===== config.mk =====
export PLATFORM = sky130hd
export DESIGN_NAME = scbc_ram
export DESIGN_NICKNAME = d
export VERILOG_FILES = /design/src/design/scbc_ram.sv
export SDC_FILE = /design/constraint.sdc
export NUM_CORES = 1
export LEC_CHECK = 0
export ABC_AREA = 1
export BUFFER_PORTS_ARGS = -buffer_cell sky130_fd_sc_hd__buf_2
export CAP_MARGIN = 20
export CORE_MARGIN = 4
export CORE_UTILIZATION = 61
export CTS_CLUSTER_DIAMETER = 120
export DETAILED_ROUTE_END_ITERATION = 10
export PLACE_DENSITY = 0.82
export SKIP_LAST_GASP = 1
export SLEW_MARGIN = 20
export SYNTH_ARGS = -nofsm -noshare
export SYNTH_HDL_FRONTEND = slang
export SYNTH_SLANG_ARGS = --single-unit

===== constraint.sdc =====
create_clock -name clk -period 1.3 [get_ports clk]
set_clock_uncertainty 0.05 [all_clocks]
set_input_delay 0 -clock clk [delete_from_list [all_inputs] [get_ports clk]]
set_output_delay 0 -clock clk [all_outputs]
set_load 0.03 [all_outputs]

===== src/design/scbc_ram.sv =====
// Generic single-clock RAM with one write port and one registered read port.
`timescale 1ns / 1ps
`default_nettype none

module scbc_ram #(
	parameter int  WIDTH = 8,
	parameter int  DEPTH = 16,
	localparam int AW    = (DEPTH > 1) ? $clog2(DEPTH) : 1
) (
	input  wire logic             clk,
	input  wire logic             we,
	input  wire logic [AW-1:0]    waddr,
	input  wire logic [WIDTH-1:0] wdata,
	input  wire logic             re,
	input  wire logic [AW-1:0]    raddr,
	output logic      [WIDTH-1:0] rdata
);

	logic [WIDTH-1:0] mem [DEPTH];

	// Write and registered read; the read data holds until the next read.
	always_ff @(posedge clk) begin
		if (we) begin
			mem[waddr] <= wdata;
		end
		if (re) begin
			rdata <= mem[raddr];
		end
	end

endmodule

`default_nettype wire

==> flow_summary.ini <==
[run_status]
status = completed

[finish]
areaGrowthSynthToFinish_pct = 16.8
diodes = 0
final_layout_size_suffix_gt1_share_pct = 12.6
regArea_mm2 = 0.00408
fill_cells = 597
nets = 627
multi_input_area_mm2 = 0.00121
fin_cells = 749

[setup_path]
crit_chain = inv_1, nand2_1, nand3_1, nand3_1, nand3_1, nand2_1
path_class = reg -> reg
worst-path-buf-inv = 1
startpoint_type = flip-flop
slowest_stage = edfxtp_1
reg2reg_from = mem[15][1]$_DFFE_PP_
path_common_cell = nand3_1
r2r-end = rdata[1]$_DFFE_PP_
cp_max_fo = 1
cp-end-kind = flip-flop
cp.arrival_ns = 1.43
crit_family = simple AND/OR/NAND/NOR gates
reg2reg_depth = 6
crit_path_max_incr_delay_ns = 0.37
cp.required_ns = 1.52
rrSetupSlack_ns = 0.08

[sta]
setup_viol_count_final = 0
fin_crit_sh_pct = 93.6
min_period_ns = 1.22
hold_viol = 0
fmax_ghz = 0.822
rsz0062_at_grt = false
max_slew_margin_pct = 61.4
fin_setup_tns_ns = 0
drv_slew = 0
worst_slew_pin_slew_ns = 0.578

[yosys]
yosysWarnings = 0
syn_inst = 551
netlist_area_mm2 = 0.00585
ys_seq_elements = 136
synth-seq-area-share_pct = 69.8
syn_avg_cell_area_um2 = 10.6
netlist-cell-type-count = 11
synthesis.nets = 570

[route]
ant_nets = 0
first_pass_iters = 5
drc = 0
routedWlPerCell_um = 18.2
drt-total-wl_mm = 13.6
via_count = 4126
drt_iter0_markers = 586
vias_per_cell = 5.51

[clock_network]
clkLatencyLatePin_ns = 0.52
cts_resized = 0
cts_buffer_depth = 2
clock-sinks = 136
post_cts_buffers = 0
cts-root-buf = clkbuf_8
clkTransAtPathRegs_ns = 0.06
cts_made_buffers = 17
ctsHoldBuffers = 11
cts_max_level = 4
cts_tree = built

[place]
place_inst = 707
place_congestion = 0.900
portBuffers = 26
hpwl_mm = 8.25

[floorplanning]
core_area_mm2 = 0.00928
die_y_um = 106
die_area_mm2 = 0.0112
placementRows = 35
io_pins = 27
initial_core_util_pct = 63.0
dieWidth_um = 106

[run]
drv_cap = 0

[worst_hold_path]
hold_path.class = in -> reg
worstHoldPathCells = 4
hp-start = waddr[2]
min_to = mem[12][6]$_DFFE_PP_

[grt]
grt_pass1_vias = 4134
overflow = 0
track_usage_pct = 26.8
grt_start_max_net_pins = 65
grt_pass1_wl_mm = 22.2
antenna_found_initial = 0

[pwr]
total_power_mw = 9.83
power.leakage_nw = 2.97
ir_drop_mv = 0.823
p_per_area_mw_per_mm2 = 1440
==> per-layer routing <==
layer	share of wire, %	wire [um]	GRT usage (%)	up-vias
met5	0	0	0	-
li1	-	-	-	1894
met2	48	6520	42.2	267
met3	9.7	1330	7.10	37
met4	2.5	345	9.44	0
met1	40	5440	36.4	1928
==> cell families (layout without fill, tap and decap cells) <==
logic type / Yosys count / in the layout / synth area share [%]
AND/OR/NAND/NOR: 289 / 289 / 20.8
buffers and inverters: 126 / 195 / 9.39
flip-flops: 136 / 136 / 69.8
==> state kept, by name, indices dropped and copies added (netlist names) <==
register	cells
mem	128
rdata	8
==> cell type report <==
class,count,area share (%)
clock buffers,21,6.28
clock inverters,10,1.19
inverters,102,5.61
multi-input cells,289,17.8
flip-flops and latches,136,59.8
well taps,129,2.36
repair buffers,62,7.00
==> placed cells by master, fill, tap and decap left out <==
cell type / n
clkinv_1: 2
buf_12: 4
dlygate4sd3_1: 11
buf_4: 21
nand2_1: 173
nor2_1: 17
buf_2: 26
clkinvlp_4: 2
edfxtp_1: 136
inv_1: 100
nand3_1: 97
bufinv_16: 1
nand3b_1: 2
inv_2: 2
clkbuf_1: 4
clkbuf_16: 16
clkinv_4: 1
clkinv_2: 4
clkbuf_8: 1
==> tightest hold or removal path, stage by stage <==
cell and delay (ns):
buf_2 0.12, nand3_1 0.12, nor2_1 0.06, buf_4 0.17
==> metrics by stage <==
step / hold WS (ns) / setup WS (ns) / area [um2] / util, %
final: 0.0694 / 0.0829 / 6830 / 73.6
after floorplan: 0.0489 / 0.299 / 5850 / -
after detailed placement: 0.325 / 0.0616 / 6210 / 66.9
after CTS: 0.0471 / 0.0868 / 6830 / 73.6
after global routing: 0.113 / 0.0130 / 6830 / 73.6
after global placement: 0.326 / 0.0657 / 6210 / 66.9
==> synth_stat cells <==
library cell	instances	area, um2
nand2_1	173	649
edfxtp_1	136	4080
inv_1	100	375
nand3_1	97	485
nor2_1	17	63.8
buf_2	13	65.1
buf_6	6	67.6
buf_4	4	30.0
inv_2	2	7.51
nand3b_1	2	15.0
buf_1	1	3.75
==> power by group <==
group / internal, mW / leakage, nW / switching (mW)
Combinational: 0.213 / 1.49 / 0.475
Sequential: 4.94 / 1.24 / 0.0293
Clock: 2.49 / 0.246 / 1.68
Total: 7.65 / 2.97 / 2.18
==> worst max-delay path by stage <==
| stage | cells after the start | to | slack (ns) | startpoint |
|---|---|---|---|---|
| 2_1_floorplan | 2 | mem[10][0]$_DFFE_PP_ | 0.30 | waddr[2] |
| 3_3_place_gp | 7 | rdata[2]$_DFFE_PP_ | 0.07 | raddr[0] |
| 3_5_place_dp | 7 | rdata[7]$_DFFE_PP_ | 0.06 | raddr[0] |
| 4_1_cts | 1 | rdata[7] | 0.09 | rdata[7]$_DFFE_PP_ |
| 5_1_grt | 6 | rdata[5]$_DFFE_PP_ | 0.01 | mem[12][5]$_DFFE_PP_ |
| 6_report | 6 | rdata[1]$_DFFE_PP_ | 0.08 | mem[15][1]$_DFFE_PP_ |
No activity file was read; power rests on OpenSTA's default activity.
